===== src/rtl/stc_pkg.sv =====
// Package for the stick-to-octant coil drive unit.
// Holds shared constants and the stage control type; depends on nothing.
`default_nettype none

package stc_pkg;

  localparam int STICK_BITS_DEF = 12;
  localparam int COIL_COUNT_DEF = 8;

  localparam int INDEX_W  = 3;
  localparam int POWER_W  = 13;
  localparam int LEVEL_W  = 8;
  localparam int SECTOR_W = 3;

  localparam int unsigned TAN_Q16   = 27146;
  localparam int          Q16_SHIFT = 16;
  localparam int unsigned POWER_MAX = 4095;

  localparam logic [LEVEL_W-1:0] REVERSE_RESET = 8'd8;

  typedef struct packed {
    logic                valid;
    logic [SECTOR_W-1:0] sector;
  } stage_ctrl_t;

endpackage

`default_nettype wire


===== src/rtl/stc_prep.sv =====
// Front stage: squares the stick sample and picks its 45-degree sector.
// Depends on stc_pkg.
`default_nettype none

module stc_prep #(
  parameter int STICK_BITS = stc_pkg::STICK_BITS_DEF
) (
  input  wire logic                    clk,
  input  wire logic                    rst,
  input  wire logic                    advance,
  input  wire logic                    in_valid,
  input  wire logic [STICK_BITS-1:0]   stick_x,
  input  wire logic [STICK_BITS-1:0]   stick_y,
  output stc_pkg::stage_ctrl_t         ctrl,
  output logic [2*STICK_BITS-1:0]      radicand
);
  import stc_pkg::*;

  localparam int RW = 2 * STICK_BITS;
  localparam int PW = STICK_BITS + Q16_SHIFT + 1;

  logic signed [STICK_BITS-1:0] sx;
  logic signed [STICK_BITS-1:0] sy;
  logic signed [RW-1:0]         px;
  logic signed [RW-1:0]         py;
  logic signed [STICK_BITS:0]   ex;
  logic signed [STICK_BITS:0]   ey;
  logic signed [STICK_BITS:0]   nx;
  logic signed [STICK_BITS:0]   ny;
  logic [STICK_BITS-1:0]        uu;
  logic [STICK_BITS-1:0]        vv;
  logic [1:0]                   quad;
  logic [1:0]                   sub;
  logic [SECTOR_W-1:0]          sector_next;
  logic [RW-1:0]                xx;
  logic [RW-1:0]                yy;

  always_comb begin
    sx = $signed(stick_x);
    sy = $signed(stick_y);
    px = RW'(sx) * RW'(sx);
    py = RW'(sy) * RW'(sy);
    ex = (STICK_BITS + 1)'(sx);
    ey = (STICK_BITS + 1)'(sy);
    nx = -ex;
    ny = -ey;
    if (ex > 0 && ey >= 0) begin
      quad = 2'd0;
      uu = STICK_BITS'(ex);
      vv = STICK_BITS'(ey);
    end else if (ex <= 0 && ey > 0) begin
      quad = 2'd1;
      uu = STICK_BITS'(ey);
      vv = STICK_BITS'(nx);
    end else if (ex < 0 && ey <= 0) begin
      quad = 2'd2;
      uu = STICK_BITS'(nx);
      vv = STICK_BITS'(ny);
    end else begin
      quad = 2'd3;
      uu = STICK_BITS'(ny);
      vv = STICK_BITS'(ex);
    end
    if ((PW'(vv) << Q16_SHIFT) < PW'(uu) * PW'(TAN_Q16)) begin
      sub = 2'd0;
    end else if ((PW'(uu) << Q16_SHIFT) <= PW'(vv) * PW'(TAN_Q16)) begin
      sub = 2'd2;
    end else begin
      sub = 2'd1;
    end
    if (ex == 0 && ey == 0) begin
      sector_next = '0;
    end else begin
      sector_next = SECTOR_W'({quad, 1'b0}) + SECTOR_W'(sub);
    end
  end

  always_ff @(posedge clk) begin
    if (rst) begin
      ctrl.valid <= 1'b0;
    end else if (advance) begin
      ctrl.valid <= in_valid;
    end
    if (advance) begin
      ctrl.sector <= sector_next;
      xx <= RW'($unsigned(px));
      yy <= RW'($unsigned(py));
    end
  end

  assign radicand = xx + yy;

endmodule

`default_nettype wire


===== src/rtl/stc_cell.sv =====
// One cell of the square root chain: settles one result bit per cycle while advance is high.
// Depends on stc_pkg.
`default_nettype none

module stc_cell #(
  parameter int RW   = 2 * stc_pkg::STICK_BITS_DEF,
  parameter int STEP = 0
) (
  input  wire logic                 clk,
  input  wire logic                 rst,
  input  wire logic                 advance,
  input  wire stc_pkg::stage_ctrl_t ctrl_in,
  input  wire logic [RW-1:0]        rem_in,
  input  wire logic [RW-1:0]        root_in,
  output stc_pkg::stage_ctrl_t      ctrl_out,
  output logic [RW-1:0]             rem_out,
  output logic [RW-1:0]             root_out
);
  import stc_pkg::*;

  localparam logic [RW-1:0] STEP_BIT = RW'(1) << (2 * STEP);

  logic [RW-1:0] trial;
  logic          fits;
  logic [RW-1:0] rem_next;
  logic [RW-1:0] root_next;

  always_comb begin
    trial = root_in + STEP_BIT;
    fits  = rem_in >= trial;
    if (fits) begin
      rem_next  = rem_in - trial;
      root_next = (root_in >> 1) + STEP_BIT;
    end else begin
      rem_next  = rem_in;
      root_next = root_in >> 1;
    end
  end

  always_ff @(posedge clk) begin
    if (rst) begin
      ctrl_out.valid <= 1'b0;
    end else if (advance) begin
      ctrl_out.valid <= ctrl_in.valid;
    end
    if (advance) begin
      ctrl_out.sector <= ctrl_in.sector;
      rem_out  <= rem_next;
      root_out <= root_next;
    end
  end

endmodule

`default_nettype wire


===== src/rtl/stc_serial.sv =====
// Output stage: holds one finished sample and sends its coil results in order.
// Depends on stc_pkg.
`default_nettype none

module stc_serial #(
  parameter int RW         = 2 * stc_pkg::STICK_BITS_DEF,
  parameter int COIL_COUNT = stc_pkg::COIL_COUNT_DEF
) (
  input  wire logic                        clk,
  input  wire logic                        rst,
  input  wire stc_pkg::stage_ctrl_t        ctrl_in,
  input  wire logic [RW-1:0]               root_in,
  input  wire logic [stc_pkg::LEVEL_W-1:0] reverse_level,
  output logic                             ready,
  output logic                             valid,
  input  wire logic                        take,
  output logic [stc_pkg::INDEX_W-1:0]      coil_index,
  output logic                             coil_forward,
  output logic [stc_pkg::POWER_W-1:0]      coil_power,
  output logic                             last_coil
);
  import stc_pkg::*;

  localparam logic [INDEX_W-1:0] LAST_INDEX = INDEX_W'(COIL_COUNT - 1);

  logic [INDEX_W-1:0]  count;
  logic [SECTOR_W-1:0] sector;
  logic [POWER_W-1:0]  magnitude;
  logic [POWER_W-1:0]  mag_next;
  logic                load;

  always_comb begin
    if (32'(root_in) > POWER_MAX) begin
      mag_next = POWER_W'(POWER_MAX);
    end else begin
      mag_next = POWER_W'(root_in);
    end
    last_coil    = count == LAST_INDEX;
    ready        = !valid || (take && last_coil);
    load         = ctrl_in.valid && ready;
    coil_index   = count;
    coil_forward = count == sector;
    if (coil_forward) begin
      coil_power = magnitude;
    end else begin
      coil_power = POWER_W'(0) - POWER_W'(reverse_level);
    end
  end

  always_ff @(posedge clk) begin
    if (rst) begin
      valid <= 1'b0;
      count <= '0;
    end else if (load) begin
      valid <= 1'b1;
      count <= '0;
    end else if (valid && take) begin
      if (last_coil) begin
        valid <= 1'b0;
      end else begin
        count <= count + 1'b1;
      end
    end
  end

  always_ff @(posedge clk) begin
    if (load) begin
      sector    <= ctrl_in.sector;
      magnitude <= mag_next;
    end
  end

endmodule

`default_nettype wire


===== src/rtl/stick_to_octant_coil_drive_unit.sv =====
// Top level of the stick-to-octant coil drive unit.
// Depends on stc_pkg, stc_prep, stc_cell and stc_serial.
//
//   channel   direction  handshake                  payload
//   s_axis    in         s_tvalid / s_tready        s_tdata: stick sample
//   m_axis    out        m_tvalid / m_tready        m_tdata, m_tlast: coil result
//   cfg       in         cfg_valid / cfg_ready      cfg_data: reverse level
//
// A sample passes one front stage and STICK_BITS square root cells, and is then
// loaded into the serializer, which registers it before its first coil result.
// Each sample then gives eight results, one per cycle while the output does not
// stall; the serializer sets the sample rate, taking a new one as the last result goes.
// Reset clears the valid flags and sets the reverse level to 8; there is no fill.
// A sample waiting in the last cell behind a busy serializer freezes the whole
// chain and holds s_tready low.
`default_nettype none

module stick_to_octant_coil_drive_unit #(
  parameter int STICK_BITS = stc_pkg::STICK_BITS_DEF,
  parameter int COIL_COUNT = stc_pkg::COIL_COUNT_DEF,
  parameter int IN_BYTES   = (2 * STICK_BITS + 7) / 8
) (
  input  wire logic                        clk,
  input  wire logic                        rst,
  // s_tdata fields from bit 0: stick_x, stick_y, zero fill
  input  wire logic                        s_tvalid,
  output logic                             s_tready,
  input  wire logic [8*IN_BYTES-1:0]       s_tdata,
  // m_tdata fields from bit 0: coil_index, coil_forward, coil_power, zero fill
  output logic                             m_tvalid,
  input  wire logic                        m_tready,
  output logic [23:0]                      m_tdata,
  output logic                             m_tlast,
  input  wire logic                        cfg_valid,
  output logic                             cfg_ready,
  input  wire logic [stc_pkg::LEVEL_W-1:0] cfg_data
);
  import stc_pkg::*;

  localparam int RW = 2 * STICK_BITS;

  logic [LEVEL_W-1:0]  reverse_level;
  logic                advance;
  logic                ser_ready;
  stage_ctrl_t         ctrl  [STICK_BITS+1];
  logic [RW-1:0]       rem   [STICK_BITS+1];
  logic [RW-1:0]       root  [STICK_BITS+1];
  logic [INDEX_W-1:0]  coil_index;
  logic                coil_forward;
  logic [POWER_W-1:0]  coil_power;

  assign cfg_ready = 1'b1;

  always_ff @(posedge clk) begin
    if (rst) begin
      reverse_level <= REVERSE_RESET;
    end else if (cfg_valid && cfg_ready) begin
      reverse_level <= cfg_data;
    end
  end

  assign advance  = !ctrl[STICK_BITS].valid || ser_ready;
  assign s_tready = advance;
  assign root[0]  = '0;

  stc_prep #(
    .STICK_BITS(STICK_BITS)
  ) u_prep (
    .clk      (clk),
    .rst      (rst),
    .advance  (advance),
    .in_valid (s_tvalid),
    .stick_x  (s_tdata[STICK_BITS-1:0]),
    .stick_y  (s_tdata[2*STICK_BITS-1:STICK_BITS]),
    .ctrl     (ctrl[0]),
    .radicand (rem[0])
  );

  for (genvar i = 0; i < STICK_BITS; i++) begin : g_cell
    stc_cell #(
      .RW   (RW),
      .STEP (STICK_BITS - 1 - i)
    ) u_cell (
      .clk      (clk),
      .rst      (rst),
      .advance  (advance),
      .ctrl_in  (ctrl[i]),
      .rem_in   (rem[i]),
      .root_in  (root[i]),
      .ctrl_out (ctrl[i+1]),
      .rem_out  (rem[i+1]),
      .root_out (root[i+1])
    );
  end

  stc_serial #(
    .RW         (RW),
    .COIL_COUNT (COIL_COUNT)
  ) u_serial (
    .clk           (clk),
    .rst           (rst),
    .ctrl_in       (ctrl[STICK_BITS]),
    .root_in       (root[STICK_BITS]),
    .reverse_level (reverse_level),
    .ready         (ser_ready),
    .valid         (m_tvalid),
    .take          (m_tready),
    .coil_index    (coil_index),
    .coil_forward  (coil_forward),
    .coil_power    (coil_power),
    .last_coil     (m_tlast)
  );

  assign m_tdata = {7'b0, coil_power, coil_forward, coil_index};

  assert property (@(posedge clk) disable iff (rst)
    ctrl[STICK_BITS].valid && !ser_ready |=>
      ctrl[STICK_BITS].valid && $stable(ctrl[STICK_BITS].sector))
    else $error("Last cell lost its sample while the output was stalled.");

  assert property (@(posedge clk) disable iff (rst)
    m_tvalid && m_tready && !m_tlast |=>
      m_tvalid && m_tdata[2:0] == 3'($past(m_tdata[2:0]) + 3'd1))
    else $error("Coil index did not step within a sample.");

  assert property (@(posedge clk) disable iff (rst)
    m_tvalid && m_tready && m_tlast && !ctrl[STICK_BITS].valid |=> !m_tvalid)
    else $error("Output stayed valid with no sample left to send.");

  assert property (@(posedge clk) disable iff (rst)
    m_tvalid && m_tdata[3] |-> !m_tdata[16])
    else $error("Forward coil power is negative.");

endmodule

`default_nettype wire

===== config.mk =====
export PLATFORM = sky130hd
export DESIGN_NAME = stick_to_octant_coil_drive_unit
export DESIGN_NICKNAME = d
export VERILOG_FILES = /design/src/rtl/stc_pkg.sv /design/src/rtl/stc_prep.sv /design/src/rtl/stc_cell.sv /design/src/rtl/stc_serial.sv /design/src/rtl/stick_to_octant_coil_drive_unit.sv
export SDC_FILE = /design/constraint.sdc
export NUM_CORES = 2
export LEC_CHECK = 0
export ABC_AREA = 1
export BUFFER_PORTS_ARGS = -buffer_cell sky130_fd_sc_hd__buf_2
export CAP_MARGIN = 5
export CORE_ASPECT_RATIO = 2
export CORE_MARGIN = 2
export CORE_UTILIZATION = 43
export DETAILED_ROUTE_END_ITERATION = 6
export GPL_TIMING_DRIVEN = 0
export PLACE_DENSITY = 0.55
export SLEW_MARGIN = 20
export SYNTH_ARGS = -nofsm -noshare
export SYNTH_HDL_FRONTEND = slang
export SYNTH_HIERARCHICAL = 1
export SYNTH_SLANG_ARGS = --single-unit
export TNS_END_PERCENT = 5

===== constraint.sdc =====
create_clock -name clk -period 21.9 [get_ports clk]
set_input_delay 2.19 -clock clk [delete_from_list [all_inputs] [get_ports clk]]
set_output_delay 2.19 -clock clk [all_outputs]
set_load 0.02 [all_outputs]

==> run_results.csv <==
group,metric,value,unit
finish,fill_cells,16600,
sta,hold_ws,418,ps
finish,fin_util,0.470,
worst_setup_path,startpoint_type,"input port",
clock_network,clk_pin_slew,60,ps
finish,final-seq-area,0.0201,mm²
worst_setup_path,cpLargestDelayFamily,"adder cells",
worst_hold_path,hold_path_class,"flop to flop",
worst_setup_path,path_max_fanout,10,
clock_network,cts-root-buf,"clkbuf_16",
global_route,grt_max_degree,59,
sta,grt_setup_unrepaired,"no",
floorplan,dieWidth,290,µm
finish,drive_gt1_frac,0.0523,
place,gp_congestion,1.00,
floorplan,core,0.162,mm²
flow_run,maxCapViolations,0,
sta,worst_pin_slew,1210,ps
place,post-place-ws,10750,ps
place,portBuffers,53,
worst_setup_path,critical_path_class,"input port to flop",
floorplan,initial_core_util,0.433,
logic_synthesis,yosysWarnings,6,
sta,fmax,94.4,MHz
clock_network,clk_latency,690,ps
clock_network,cts_sinks,678,
worst_setup_path,endpoint_kind,"flop",
clock_network,cts_tree,"done",
routing,num_vias,60900,
sta,setup_ws,11310,ps
worst_setup_path,cp.required,22420,ps
routing,drt_pass1_iterations,6,
clock_network,cts_setup_buffers,0,
routing,drcViolationCount,0,
routing,drt_iter0_drc,2952,
global_route,grt_pass1_vias,63400,
worst_setup_path,arrival,11120,ps
clock_network,post_cts_resized,0,
worst_setup_path,slowest_stage,"o22ai_1",
logic_synthesis,synthCells,9533,
finish,areaGrowthSynthToFinish,8.46,%
routing,routedWlPerCell,22.2,µm
sta,hold_viol,0,
outcome,status,"finished clean",
logic_synthesis,syn_area,0.0702,mm²
worst_setup_path,worst-path-buf-inv,9,
global_route,grt.total_usage,0.317,
clock_network,holdBufCountCts,0,
global_route,antenna_found_initial,4,
floorplan,io_pins,65,
logic_synthesis,syn_avg_cell_area,7.37,µm²
finish,nNetsFinal,10700,
clock_network,cts.path.max_buffers,3,
worst_setup_path,reg2reg_from,"u_prep/yy[17]",
global_route,grt_overflow,0,
sta,maxSlewHeadroom,0.184,
worst_setup_path,max_stage_delay,780,ps
clock_network,htree_levels,3,
floorplan,row_count,209,
routing,ant_nets,0,
sta,setup_violations,0,
sta,period_needed,10590,ps
sta,finalClockSkew,29.1,ps
finish,multi_input_area,0.0416,mm²
floorplan,die_h,576,µm
place,hpwl,225000,µm
clock_network,numCtsBuffers,71,
floorplan,fp.dieArea,0.167,mm²
worst_hold_path,worstHoldStart,"g_cell[3].u_cell/ctrl_out[0]",
worst_hold_path,hold_path_end,"g_cell[4].u_cell/ctrl_out[0]",
worst_setup_path,reg2reg_to,"g_cell[0].u_cell/rem_out[7]",
sta,fin_crit_sh,0.484,
routing,via_per_inst,5.12,
worst_setup_path,r2r_slack,16590,ps
worst_hold_path,holdPathStages,0,
routing,routed_wl,264000,µm
sta,slew_violations,0,
global_route,grt_first_pass_wirelength,383000,µm
worst_setup_path,reg2reg_depth,17,
-- worst max-delay path by stage --
stage | start | endpoint | slack, ps | cells past startpoint
2_1_floorplan | m_tready | s_tready | 3410 | 4
3_3_place_gp | m_tready | s_tready | -4960 | 6
3_5_place_dp | s_tdata[12] | u_prep/ctrl[2] | 10750 | 40
4_1_cts | s_tdata[12] | u_prep/ctrl[2] | 11430 | 40
5_1_grt | s_tdata[12] | u_prep/ctrl[2] | 11000 | 40
6_report | s_tdata[12] | u_prep/ctrl[2] | 11310 | 40
-- cell type report --
cell class,instances,area share
multi-input cells,6752,0.547
flip-flops and latches,678,0.264
inverters,2002,0.0988
well taps,2110,0.0347
clock buffers,84,0.0242
plain buffers,157,0.0155
repair buffers,67,0.00808
clock inverters,45,0.00790
diodes,2,0.0000657
-- routing by layer --
layer	wire (µm)	global-route usage	vias to the layer above
met5	11	0	-
met4	38300	0.372	2
met3	7550	0.0358	1043
met2	147000	0.632	1586
met1	70900	0.228	28100
li1	-	-	30200
-- cells in the final DEF, fill, tap and decap left out, types with 43 or more instances in the layout --
cell type / n
a21oi_1: 260
buf_2: 75
buf_6: 47
clkbuf_1: 60
clkbuf_16: 72
conb_1: 59
edfxtp_1: 653
fa_1: 314
ha_1: 626
inv_1: 1954
inv_2: 43
nand2_1: 2997
nand3_1: 527
nand3b_1: 63
nand4_1: 188
nor2_1: 606
nor3_1: 84
o21ai_0: 194
o21ai_1: 89
xnor2_1: 111
xor2_1: 333
-- flip-flops by register name, indices dropped and copies added, names as in the netlist --
name,cells
u_prep/ctrl,4
u_serial/valid,1
u_serial/sector,3
u_serial/magnitude,13
u_prep/yy,23
reverse_level,8
g_cell.u_cell/rem_out,264
u_prep/xx,23
g_cell.u_cell/ctrl_out,48
g_cell.u_cell/root_out,288
u_serial/coil_index,3
-- stage by stage --
stage / cell area [µm²] / TNS [ps] / cells
after floorplan: 70400 / 0 / 9589
after global placement: 73300 / -1716410 / 11800
after detailed placement: 73700 / 0 / 11800
after CTS: 76200 / 0 / 11900
after global routing: 76200 / 0 / 11900
final: 76200 / 0 / 11900
Power is not shown: default switching activity piles up to over one toggle a cycle in this logic, so the estimate is an artifact.
